<file path="src/rtl/infix_to_postfix_converter_top_macros.svh">
// ---------------------------------------------------------------------------
// Assertion macros for the infix to postfix converter
// Shared concurrent-assertion forms, sampled on clk and held off during reset.
// ---------------------------------------------------------------------------
`ifndef INFIX_TO_POSTFIX_CONVERTER_TOP_MACROS_SVH
`define INFIX_TO_POSTFIX_CONVERTER_TOP_MACROS_SVH

// Same-cycle implication
`define IFP_ASSERT_NOW(label, ante, cons) \
  label: assert property (@(posedge clk) disable iff (!rst_n) (ante) |-> (cons)) \
    else $error("ifp assertion failed");

// Next-cycle implication
`define IFP_ASSERT_NEXT(label, ante, cons) \
  label: assert property (@(posedge clk) disable iff (!rst_n) (ante) |=> (cons)) \
    else $error("ifp assertion failed");

`endif

</file>
<file path="src/rtl/ifp_pkg.sv">
// ---------------------------------------------------------------------------
// ifp_pkg
// Types, constants and character helpers of the infix to postfix converter.
// ---------------------------------------------------------------------------
`timescale 1ns / 1ps
`default_nettype none

package ifp_pkg;

  localparam int STACK_DEPTH = 32;
  localparam int ADDR_W      = $clog2(STACK_DEPTH);
  localparam int LEVEL_W     = $clog2(STACK_DEPTH + 1);
  localparam int SYM_W       = 8;
  localparam int USER_W      = 4;

  localparam logic [SYM_W-1:0] CH_LPAREN = 8'h28;
  localparam logic [SYM_W-1:0] CH_RPAREN = 8'h29;
  localparam logic [SYM_W-1:0] CH_CARET  = 8'h5E;
  localparam logic [SYM_W-1:0] CH_STAR   = 8'h2A;
  localparam logic [SYM_W-1:0] CH_SLASH  = 8'h2F;
  localparam logic [SYM_W-1:0] CH_PLUS   = 8'h2B;
  localparam logic [SYM_W-1:0] CH_MINUS  = 8'h2D;

  typedef enum logic [1:0] {
    ST_OK        = 2'd0,
    ST_OVERFLOW  = 2'd1,
    ST_UNDERFLOW = 2'd2,
    ST_UNCLOSED  = 2'd3
  } status_t;

  // One result item as held in the pending and output registers
  typedef struct packed {
    logic [SYM_W-1:0] sym;
    logic             has;
    logic             done;
    status_t          status;
  } res_t;

  // Operator precedence, zero for anything that is not an operator
  function automatic logic [1:0] prec_of(input logic [SYM_W-1:0] c);
    logic [1:0] p;
    p = 2'd0;
    if (c == CH_CARET) p = 2'd3;
    else if (c == CH_STAR || c == CH_SLASH) p = 2'd2;
    else if (c == CH_PLUS || c == CH_MINUS) p = 2'd1;
    return p;
  endfunction

  // Letters and digits
  function automatic logic is_operand(input logic [SYM_W-1:0] c);
    return (c >= 8'h61 && c <= 8'h7A) || (c >= 8'h41 && c <= 8'h5A) ||
           (c >= 8'h30 && c <= 8'h39);
  endfunction

endpackage

`default_nettype wire

</file>
<file path="src/rtl/ifp_ram.sv">
// ---------------------------------------------------------------------------
// ifp_ram
// Generic simple dual-port RAM: one write port, one registered read port.
// ---------------------------------------------------------------------------
`timescale 1ns / 1ps
`default_nettype none

module ifp_ram #(
  parameter int WIDTH = 8,
  parameter int DEPTH = 32
) (
  input  wire logic                     clk,
  input  wire logic                     wr_en,
  input  wire logic [$clog2(DEPTH)-1:0] wr_addr,
  input  wire logic [WIDTH-1:0]         wr_data,
  input  wire logic                     rd_en,
  input  wire logic [$clog2(DEPTH)-1:0] rd_addr,
  output logic      [WIDTH-1:0]         rd_data
);

  logic [WIDTH-1:0] mem [DEPTH];

  // Write, and register the read data; data holds while no read is issued
  always_ff @(posedge clk) begin
    if (wr_en) begin
      mem[wr_addr] <= wr_data;
    end
    if (rd_en) begin
      rd_data <= mem[rd_addr];
    end
  end

endmodule

`default_nettype wire

</file>
<file path="src/rtl/infix_to_postfix_converter_top.sv">
// ---------------------------------------------------------------------------
// infix_to_postfix_converter_top
// Shunting-yard converter: infix characters in, postfix characters and an
// end-of-expression status item out. The operator stack lives in a RAM.
// ---------------------------------------------------------------------------
// Channel  Dir  tdata          tuser                        tlast
// in_      in   symbol[7:0]    -                            end_of_input
// out_     out  out_symbol     has_symbol, done, status     last_of_run
//
// Operand, '(' and ignored characters pass through IDLE and FIN; an operator
// adds OPCHK, which pops one entry per step; ')' adds UNRD and UNCHK, which pop
// one operator per step. An end item adds the flush through UNRD and UNCHK, then
// DONE (only DONE if an error is pending). The pace is set by the single stack
// RAM: one read per cycle while the output does not stall.
// After reset the S_INIT state writes the '(' sentinel before the first item.
// A full output register stalls only the steps that emit.
// ---------------------------------------------------------------------------
`timescale 1ns / 1ps
`default_nettype none
`include "infix_to_postfix_converter_top_macros.svh"

module infix_to_postfix_converter_top (
  input  wire logic                        clk,
  input  wire logic                        rst_n,
  input  wire logic                        in_tvalid,
  output logic                             in_tready,
  input  wire logic [ifp_pkg::SYM_W-1:0]   in_tdata,   // [7:0] symbol
  input  wire logic                        in_tlast,   // end_of_input
  output logic                             out_tvalid,
  input  wire logic                        out_tready,
  output logic      [ifp_pkg::SYM_W-1:0]   out_tdata,  // [7:0] out_symbol
  output logic      [ifp_pkg::USER_W-1:0]  out_tuser,  // [0] has_symbol,
                                                       // [1] expression_done,
                                                       // [3:2] status
  output logic                             out_tlast   // last_of_run
);

  import ifp_pkg::*;

  typedef enum logic [6:0] {
    S_INIT  = 7'b0000001,
    S_IDLE  = 7'b0000010,
    S_OPCHK = 7'b0000100,
    S_UNRD  = 7'b0001000,
    S_UNCHK = 7'b0010000,
    S_DONE  = 7'b0100000,
    S_FIN   = 7'b1000000
  } state_t;

  state_t             state_r, state_nxt;
  logic [LEVEL_W-1:0] level_r, level_nxt;
  status_t            err_r, err_nxt;
  logic [SYM_W-1:0]   sym_r, sym_nxt;
  logic               eoi_r, eoi_nxt;
  logic               flush_r, flush_nxt;
  res_t               pend_r, pend_nxt;
  logic               pend_valid_r, pend_valid_nxt;
  res_t               out_r, out_nxt;
  logic               out_valid_r, out_valid_nxt;
  logic               out_last_r, out_last_nxt;

  logic               wr_en;
  logic [ADDR_W-1:0]  wr_addr;
  logic [SYM_W-1:0]   wr_data;
  logic               rd_en;
  logic [ADDR_W-1:0]  rd_addr;
  logic [SYM_W-1:0]   rd_data;

  logic               out_free;
  logic               can_emit;
  logic               emit;
  res_t               emit_res;
  logic               go_post;
  logic               unw_done;
  logic               unw_ok;
  logic [LEVEL_W-1:0] lvl_m1;
  logic [LEVEL_W-1:0] lvl_m2;
  logic [1:0]         top_prec;

  // Operator stack
  ifp_ram #(
    .WIDTH (SYM_W),
    .DEPTH (STACK_DEPTH)
  ) u_stack (
    .clk     (clk),
    .wr_en   (wr_en),
    .wr_addr (wr_addr),
    .wr_data (wr_data),
    .rd_en   (rd_en),
    .rd_addr (rd_addr),
    .rd_data (rd_data)
  );

  assign out_free = !out_valid_r || out_tready;
  assign can_emit = !pend_valid_r || out_free;
  assign lvl_m1   = level_r - LEVEL_W'(1);
  assign lvl_m2   = level_r - LEVEL_W'(2);
  assign top_prec = prec_of(rd_data);

  // Sequence one item through the stack
  always_comb begin
    state_nxt      = state_r;
    level_nxt      = level_r;
    err_nxt        = err_r;
    sym_nxt        = sym_r;
    eoi_nxt        = eoi_r;
    flush_nxt      = flush_r;
    pend_nxt       = pend_r;
    pend_valid_nxt = pend_valid_r;
    out_nxt        = out_r;
    out_valid_nxt  = out_valid_r && !out_tready;
    out_last_nxt   = out_last_r;
    wr_en          = 1'b0;
    wr_addr        = '0;
    wr_data        = '0;
    rd_en          = 1'b0;
    rd_addr        = '0;
    emit           = 1'b0;
    emit_res       = '0;
    go_post        = 1'b0;
    unw_done       = 1'b0;
    unw_ok         = 1'b0;

    case (state_r)
      S_INIT: begin
        wr_en     = 1'b1;
        wr_data   = CH_LPAREN;
        level_nxt = LEVEL_W'(1);
        err_nxt   = ST_OK;
        state_nxt = S_IDLE;
      end

      S_IDLE: begin
        if (in_tvalid) begin
          sym_nxt   = in_tdata;
          eoi_nxt   = in_tlast;
          flush_nxt = 1'b0;
          if (err_r != ST_OK) begin
            go_post = 1'b1;
          end else if (is_operand(in_tdata)) begin
            emit     = 1'b1;
            emit_res = '{sym: in_tdata, has: 1'b1, done: 1'b0, status: ST_OK};
            go_post  = 1'b1;
          end else if (in_tdata == CH_LPAREN) begin
            if (level_r == LEVEL_W'(STACK_DEPTH)) begin
              err_nxt = ST_OVERFLOW;
            end else begin
              wr_en     = 1'b1;
              wr_addr   = level_r[ADDR_W-1:0];
              wr_data   = in_tdata;
              level_nxt = level_r + LEVEL_W'(1);
            end
            go_post = 1'b1;
          end else if (prec_of(in_tdata) != 2'd0) begin
            if (level_r == '0) begin
              err_nxt = ST_UNDERFLOW;
              go_post = 1'b1;
            end else begin
              rd_en     = 1'b1;
              rd_addr   = lvl_m1[ADDR_W-1:0];
              state_nxt = S_OPCHK;
            end
          end else if (in_tdata == CH_RPAREN) begin
            state_nxt = S_UNRD;
          end else begin
            go_post = 1'b1;
          end
        end
      end

      // Compare the stack top against the incoming operator
      S_OPCHK: begin
        if (top_prec == 2'd0 || top_prec < prec_of(sym_r)) begin
          if (level_r == LEVEL_W'(STACK_DEPTH)) begin
            if (err_nxt == ST_OK) err_nxt = ST_OVERFLOW;
          end else begin
            wr_en     = 1'b1;
            wr_addr   = level_r[ADDR_W-1:0];
            wr_data   = sym_r;
            level_nxt = level_r + LEVEL_W'(1);
          end
          go_post = 1'b1;
        end else if (can_emit) begin
          emit     = 1'b1;
          emit_res = '{sym: rd_data, has: 1'b1, done: 1'b0, status: ST_OK};
          if (level_r == LEVEL_W'(1)) begin
            // stack ran empty: push into the bottom slot
            wr_en     = 1'b1;
            wr_addr   = '0;
            wr_data   = sym_r;
            level_nxt = LEVEL_W'(1);
            go_post   = 1'b1;
          end else begin
            rd_en     = 1'b1;
            rd_addr   = lvl_m2[ADDR_W-1:0];
            level_nxt = lvl_m1;
          end
        end
      end

      // Start an unwind to the nearest '('
      S_UNRD: begin
        if (level_r == '0) begin
          if (err_nxt == ST_OK) err_nxt = ST_UNDERFLOW;
          unw_done = 1'b1;
        end else begin
          rd_en     = 1'b1;
          rd_addr   = lvl_m1[ADDR_W-1:0];
          level_nxt = lvl_m1;
          state_nxt = S_UNCHK;
        end
      end

      S_UNCHK: begin
        if (rd_data == CH_LPAREN) begin
          unw_done = 1'b1;
          unw_ok   = 1'b1;
        end else if (can_emit) begin
          emit     = 1'b1;
          emit_res = '{sym: rd_data, has: 1'b1, done: 1'b0, status: ST_OK};
          if (level_r == '0) begin
            if (err_nxt == ST_OK) err_nxt = ST_UNDERFLOW;
            unw_done = 1'b1;
          end else begin
            rd_en     = 1'b1;
            rd_addr   = lvl_m1[ADDR_W-1:0];
            level_nxt = lvl_m1;
          end
        end
      end

      // Emit the done item and reinitialize the stack
      S_DONE: begin
        if (can_emit) begin
          emit      = 1'b1;
          emit_res  = '{sym: '0, has: 1'b0, done: 1'b1, status: err_r};
          wr_en     = 1'b1;
          wr_data   = CH_LPAREN;
          level_nxt = LEVEL_W'(1);
          err_nxt   = ST_OK;
          state_nxt = S_FIN;
        end
      end

      // Release the held item as the last of its run
      S_FIN: begin
        if (!pend_valid_r) begin
          state_nxt = S_IDLE;
        end else if (out_free) begin
          out_nxt        = pend_r;
          out_last_nxt   = 1'b1;
          out_valid_nxt  = 1'b1;
          pend_valid_nxt = 1'b0;
          state_nxt      = S_IDLE;
        end
      end

      default: begin
        state_nxt = S_INIT;
      end
    endcase

    // Finish an unwind
    if (unw_done) begin
      if (flush_r) begin
        if (unw_ok && level_nxt != '0 && err_nxt == ST_OK) err_nxt = ST_UNCLOSED;
        state_nxt = S_DONE;
      end else begin
        go_post = 1'b1;
      end
    end

    // End of item: flush on the last character (straight to DONE on an error), else release
    if (go_post) begin
      if (eoi_nxt) begin
        if (err_nxt != ST_OK) begin
          state_nxt = S_DONE;
        end else begin
          flush_nxt = 1'b1;
          state_nxt = S_UNRD;
        end
      end else begin
        state_nxt = S_FIN;
      end
    end

    // Hold each new result in the pending register so its last flag is known on release
    if (emit) begin
      if (pend_valid_r) begin
        out_nxt       = pend_r;
        out_last_nxt  = 1'b0;
        out_valid_nxt = 1'b1;
      end
      pend_nxt       = emit_res;
      pend_valid_nxt = 1'b1;
    end
  end

  // Control registers
  always_ff @(posedge clk) begin
    if (!rst_n) begin
      state_r      <= S_INIT;
      level_r      <= LEVEL_W'(1);
      err_r        <= ST_OK;
      pend_valid_r <= 1'b0;
      out_valid_r  <= 1'b0;
    end else begin
      state_r      <= state_nxt;
      level_r      <= level_nxt;
      err_r        <= err_nxt;
      pend_valid_r <= pend_valid_nxt;
      out_valid_r  <= out_valid_nxt;
    end
  end

  // Payload registers
  always_ff @(posedge clk) begin
    sym_r      <= sym_nxt;
    eoi_r      <= eoi_nxt;
    flush_r    <= flush_nxt;
    pend_r     <= pend_nxt;
    out_r      <= out_nxt;
    out_last_r <= out_last_nxt;
  end

  assign in_tready  = (state_r == S_IDLE);
  assign out_tvalid = out_valid_r;
  assign out_tdata  = out_r.sym;
  assign out_tuser  = {out_r.status, out_r.done, out_r.has};
  assign out_tlast  = out_last_r;

  `IFP_ASSERT_NOW(a_no_rw_overlap, rd_en, !wr_en)
  `IFP_ASSERT_NOW(a_level_range, 1'b1, level_r <= LEVEL_W'(STACK_DEPTH))
  `IFP_ASSERT_NOW(a_idle_no_pending, in_tready, !pend_valid_r)
  `IFP_ASSERT_NOW(a_done_is_last, out_tvalid && out_tuser[1], out_tlast)
  `IFP_ASSERT_NEXT(a_reinit, state_r == S_DONE && can_emit,
                   level_r == LEVEL_W'(1) && err_r == ST_OK)

endmodule

`default_nettype wire
</file>
<file path="config.mk">
export PLATFORM = sky130hd
export DESIGN_NAME = infix_to_postfix_converter_top
export DESIGN_NICKNAME = d
export VERILOG_FILES = /design/src/rtl/ifp_pkg.sv /design/src/rtl/ifp_ram.sv /design/src/rtl/infix_to_postfix_converter_top.sv
export VERILOG_INCLUDE_DIRS = /design/src /design/src/rtl
export SDC_FILE = /design/constraint.sdc
export NUM_CORES = 1
export LEC_CHECK = 0
export BUFFER_PORTS_ARGS = -buffer_cell sky130_fd_sc_hd__buf_2
export CAP_MARGIN = 20
export CORE_MARGIN = 2
export CORE_UTILIZATION = 55
export CTS_CLUSTER_SIZE = 8
export DETAILED_ROUTE_END_ITERATION = 8
export PLACE_DENSITY = 0.71
export SETUP_SLACK_MARGIN = 0.4
export SKIP_CTS_REPAIR_TIMING = 1
export SLEW_MARGIN = 25
export SYNTH_ARGS = -nofsm -noshare
export SYNTH_HDL_FRONTEND = slang
export SYNTH_HIERARCHICAL = 1
export SYNTH_SLANG_ARGS = --single-unit
export TNS_END_PERCENT = 5
</file>
<file path="constraint.sdc">
create_clock -name clk -period 5 [get_ports clk]
set_input_delay 0 -clock clk [delete_from_list [all_inputs] [get_ports clk]]
set_output_delay 0 -clock clk [all_outputs]
set_load 0.02 [all_outputs]
</file>
==> Implementation_results.wiki <==
{| class="wikitable"
! Metric !! Value
|-
| Type of origin of the critical path || flip-flop
|-
| Max-cap violations || 0
|-
| Mean Syn Cell Area || about 17 µm²
|-
| Clock tree from TritonCTS || built
|-
| Area of combinational cells with multiple inputs || between 4000 and 5000 µm²
|-
| Endpoint of the worst hold path || sym_r[7]$_DFFE_PP_
|-
| Starting density of the core || 0.563
|-
| CP Data Required Time || approximately 5.3 ns
|-
| Clock latency at the later pin of the worst-skew pair || 0.54 ns
|-
| Die Area || 26,300 µm²
|-
| Clock Tree Buf Depth || 3
|-
| Post-synthesis cell area || roughly 14,000 µm²
|-
| Post-Route Setup TNS || 0 ns
|-
| Number of antenna violations at the first check in global routing || 0
|-
| Post-DRT Antenna Nets || 0
|-
| Number of iterations in the first detailed-routing pass || 8
|-
| Leakage dissipation || 5.10 nW
|-
| Minimum hold slack || around 0.22 ns
|-
| Yosys warnings || 6
|-
| Clock root buffer || clkbuf_16
|-
| Beginning of the worst register-to-register path || u_stack/rd_data[2]$_DFFE_PP_
|-
| Post-detailed-route wirelength per cell || roughly 26 µm
|-
| Share of synthesized registers carrying an async set or reset || 0
|-
| Post-synth EDFFs || ~300
|-
| Share of the yosys chip area belonging to registers || 0.677
|-
| Number of buffers created by CTS || 45
|-
| Final count of negative-setup-slack endpoints || 0
|-
| Setup repair after global routing missed its margin || yes
|-
| Grt peak-use layer || met2
|-
| Power Density || slightly above 400 nW/µm²
|-
| Fraction of final layout cells with drive strength greater than 1 || 0.284
|-
| Ordered list of cells on the worst path || or4b_4 -> a21o_1 -> a211oi_2 -> ha_2 -> inv_1 -> o211ai_1 -> a211oi_1 -> nor4_2 -> nand2_2 -> buf_4 -> o22ai_4 -> buf_12 -> buf_12 -> mux4_2 -> mux4_2 -> mux2_2
|-
| Prevailing post-synth register cell || edfxtp_1
|-
| Worst hold-check path type || input port to flip-flop
|-
| Clock transition at path regs || 0.05 ns
|-
| Post-synth cell types || 73
|-
| Routability-driven placement congestion ratio || 0.872
|-
| Place WS || 0.174 ns
|-
| First-pass GRT wire length || 49,700 µm
|-
| Number of nets produced by synthesis || 839
|-
| Critical register-to-register path endpoint || u_stack/rd_data[5]$_DFFE_PP_
|-
| Post-detail-place hpwl || 20,400 µm
|-
| Type of destination of the critical path || flip-flop
|-
| Setup clock skew after layout || 0.0140 ns
|-
| Port Buffers || 27
|-
| Initial DRC Count || between 900 and 1,000
|-
| Tmin final || 4.53 ns
|-
| Vertical die dimension || between 150 and 200 µm
|-
| Arrival @ worst endpoint || 4.82 ns
|-
| Measured slew at the worst slew-check pin || 1.01 ns
|-
| Global-route track usage on met3 || 0.0539
|-
| Met2 GRT Util || 0.415
|-
| Final layout net count || 960
|-
| Final worst-path setup slack || about 0.47 ns
|-
| Classification of the worst setup path || flip-flop to flip-flop
|-
| Vias after detailed routing || approximately 8,200
|-
| Total core area || 24,400 µm²
|-
| Post-layout utilization of the core || 0.663
|-
| Highest-delay cell along the critical path || or4b_4
|-
| Worst-case headroom to the max-slew limit || 0.327
|-
| Fin crit share || 0.907
|-
| Min-Delay Path Depth || 2
|-
| Outcome || finished clean
|-
| Final WL || between 30,000 and 40,000 µm
|-
| Reg2reg setup slack || ~0.47 ns
|-
| Number of instances in the synthesized netlist || 817
|-
| Post-synthesis to final-layout area growth || 17.6%
|-
| Num ports || 28
|-
| Number of cells traversed by the worst register-to-register path || 16
|-
| Global-route track usage on met1 || 0.349
|-
| Highest attainable clock frequency || roughly 0.22 GHz
|-
| Diodes inserted || 0
|-
| Fill cell count || around 1,600
|-
| Vias/cell || 6.46
|-
| Chip Width || 162 µm
|-
| GR Overflow Total || 0
|-
| Total number of H-tree levels || 2
|-
| Clock Sink Count || 316
|-
| Peak per-stage delay on the critical path || around 0.60 ns
|-
| Sequential Area || 9300 µm²
|-
| Total track usage || 0.255
|-
| Row cnt || 57
|-
| Hold Vio Cnt, Final || 0
|-
| Pin count of the biggest net entering global routing || 33
|-
| Worst Min Path Start || in_tdata[7]
|-
| Synthesized flop and latch total || 316
|-
| Worst Path Max Fanout || 28
|-
| DRC errors left || 0
|-
| Vias in the first global route || about 8,100
|-
| Max-slew violations || 0
|-
| Largest vdd supply drop || approximately 0.3 mV
|}
[layout make-up]
type / instances / area share
Clock buffer: 51 / 0.0724
Clock inverter: 3 / 0.00271
Inverter: 16 / 0.00372
Multi-Input combinational cell: 449 / 0.264
Sequential cell: 316 / 0.575
Tap cell: 324 / 0.0251
Timing Repair Buffer: 110 / 0.0568
[synthesized netlist by cell type (all sizes together) (4+ instances only)]
cell type / instances / area (µm²)
edfxtp: 297 / 8920
mux4: 80 / 1800
nor2: 60 / 225
nand2: 34 / 130
o21ai: 27 / 135
a21oi: 25 / 148
and2: 25 / 156
clkbuf: 19 / 71.3
dfxtp: 19 / 380
buf: 17 / 100
nor3: 16 / 90.1
inv: 15 / 56.3
nor2b: 12 / 75.1
nand3: 11 / 55.1
ha: 9 / 113
mux2: 9 / 101
nand3b: 9 / 67.6
a22o: 7 / 61.3
nand2b: 7 / 43.8
o22ai: 7 / 43.8
or3: 7 / 48.8
a21o: 6 / 45.0
and3: 6 / 37.5
o211ai: 6 / 45.0
or4: 6 / 48.8
a211oi: 5 / 37.5
nor4: 5 / 58.8
o21a: 5 / 37.5
or2: 5 / 31.3
xnor2: 5 / 43.8
a31oi: 4 / 25.0
nor3b: 4 / 35.0
[per-stage QoR]
| stage | std cells | total power, mW | instance area [µm²] |
|---|---|---|---|
| 2_1_floorplan | 817 | 3.64 | 13700 |
| 3_3_place_gp | 1190 | 3.89 | 14700 |
| 3_5_place_dp | 1190 | 3.90 | 14700 |
| 4_1_cts | 1244 | 6.56 | 15900 |
| 5_1_grt | 1269 | 6.75 | 16200 |
| 6_report | 1269 | 6.56 | 16200 |
[report_power, final]
part           leakage (nW)  total [mW]  internal, mW  switching [mW]
combinational          1.82       0.770         0.273           0.497
clock                 0.593        2.67          1.63            1.04
sequential             2.68        3.12          3.07          0.0530
[critical path: cells and delay by family, from the launching register on]
family	cells	cell delay [ns]
muxes	3	1.20
buffers and inverters	4	0.60
AOI/OAI and AO/OA	5	0.75
DFF	1	0.41
and+or+nand+nor	3	1.08
adders and majority gates	1	0.23
[worst max-delay path by stage]
stage | from | to | slack [ns]
6_report | u_stack/rd_data[2]$_DFFE_PP_ | u_stack/rd_data[5]$_DFFE_PP_ | 0.47
5_1_grt | u_stack/rd_data[2]$_DFFE_PP_ | u_stack/rd_data[6]$_DFFE_PP_ | 0.36
3_5_place_dp | u_stack/rd_data[2]$_DFFE_PP_ | u_stack/rd_data[2]$_DFFE_PP_ | 0.17
4_1_cts | u_stack/rd_data[2]$_DFFE_PP_ | u_stack/rd_data[6]$_DFFE_PP_ | 0.11
3_3_place_gp | u_stack/rd_data[2]$_DFFE_PP_ | u_stack/rd_data[6]$_DFFE_PP_ | 0.33
2_1_floorplan | u_stack/rd_data[2]$_DFFE_PP_ | u_stack/rd_data[0]$_DFFE_PP_ | 0.43
[layout by cell type, fill, tap and decap left out, drive strengths merged, types with 6 or more instances in the layout]
| master | Yosys | routed |
|---|---|---|
| edfxtp | 297 | 297 |
| buf | 17 | 97 |
| inv | 15 | 16 |
| nor3 | 16 | 16 |
| dfxtp | 19 | 19 |
| and3 | 6 | 6 |
| nand2b | 7 | 7 |
| or3 | 7 | 7 |
| o22ai | 7 | 7 |
| nand2 | 34 | 34 |
| clkbuf | 19 | 52 |
| nand3 | 11 | 11 |
| a21oi | 25 | 25 |
| dlygate4sd3 | 0 | 12 |
| or4 | 6 | 6 |
| mux4 | 80 | 80 |
| and2 | 25 | 25 |
| nand3b | 9 | 9 |
| o21ai | 27 | 27 |
| o211ai | 6 | 6 |
| a22o | 7 | 7 |
| a21o | 6 | 6 |
| nor2 | 60 | 60 |
| ha | 9 | 9 |
| nor2b | 12 | 12 |
| mux2 | 9 | 9 |
[state kept, by name (all words and copies together) (netlist names), named ones only]
name / flops
state_r: 7
u_stack/rd_data: 8
eoi_r: 1
err_r: 2
level_r: 6
pend_valid_r: 1
sym_r: 8
flush_r: 1
out_tvalid: 1
u_stack/mem: 256
pend_r: 12
[metal layers]
metal  share of wire  routed length (µm)  up-vias
met4           0.032                1060        0
met2            0.49               16300      444
met3           0.089                2960       84
li1                -                   -     3517
met1            0.39               13000     4155
met5               0                   0        -
[cells by family (layout without fill, tap and decap cells)]
group / Yosys count / in the layout / share of synthesized area
AOI/OAI and AO/OA: 118 / 118 / 0.0619
adders and majority gates: 9 / 9 / 0.00820
buffers and inverters: 52 / 180 / 0.0168
xor gates and xnor gates: 7 / 7 / 0.00446
muxes: 91 / 91 / 0.140
DFF: 316 / 316 / 0.677
and+or+nand+nor: 224 / 224 / 0.0919
Power figures use the tool's default switching activity.
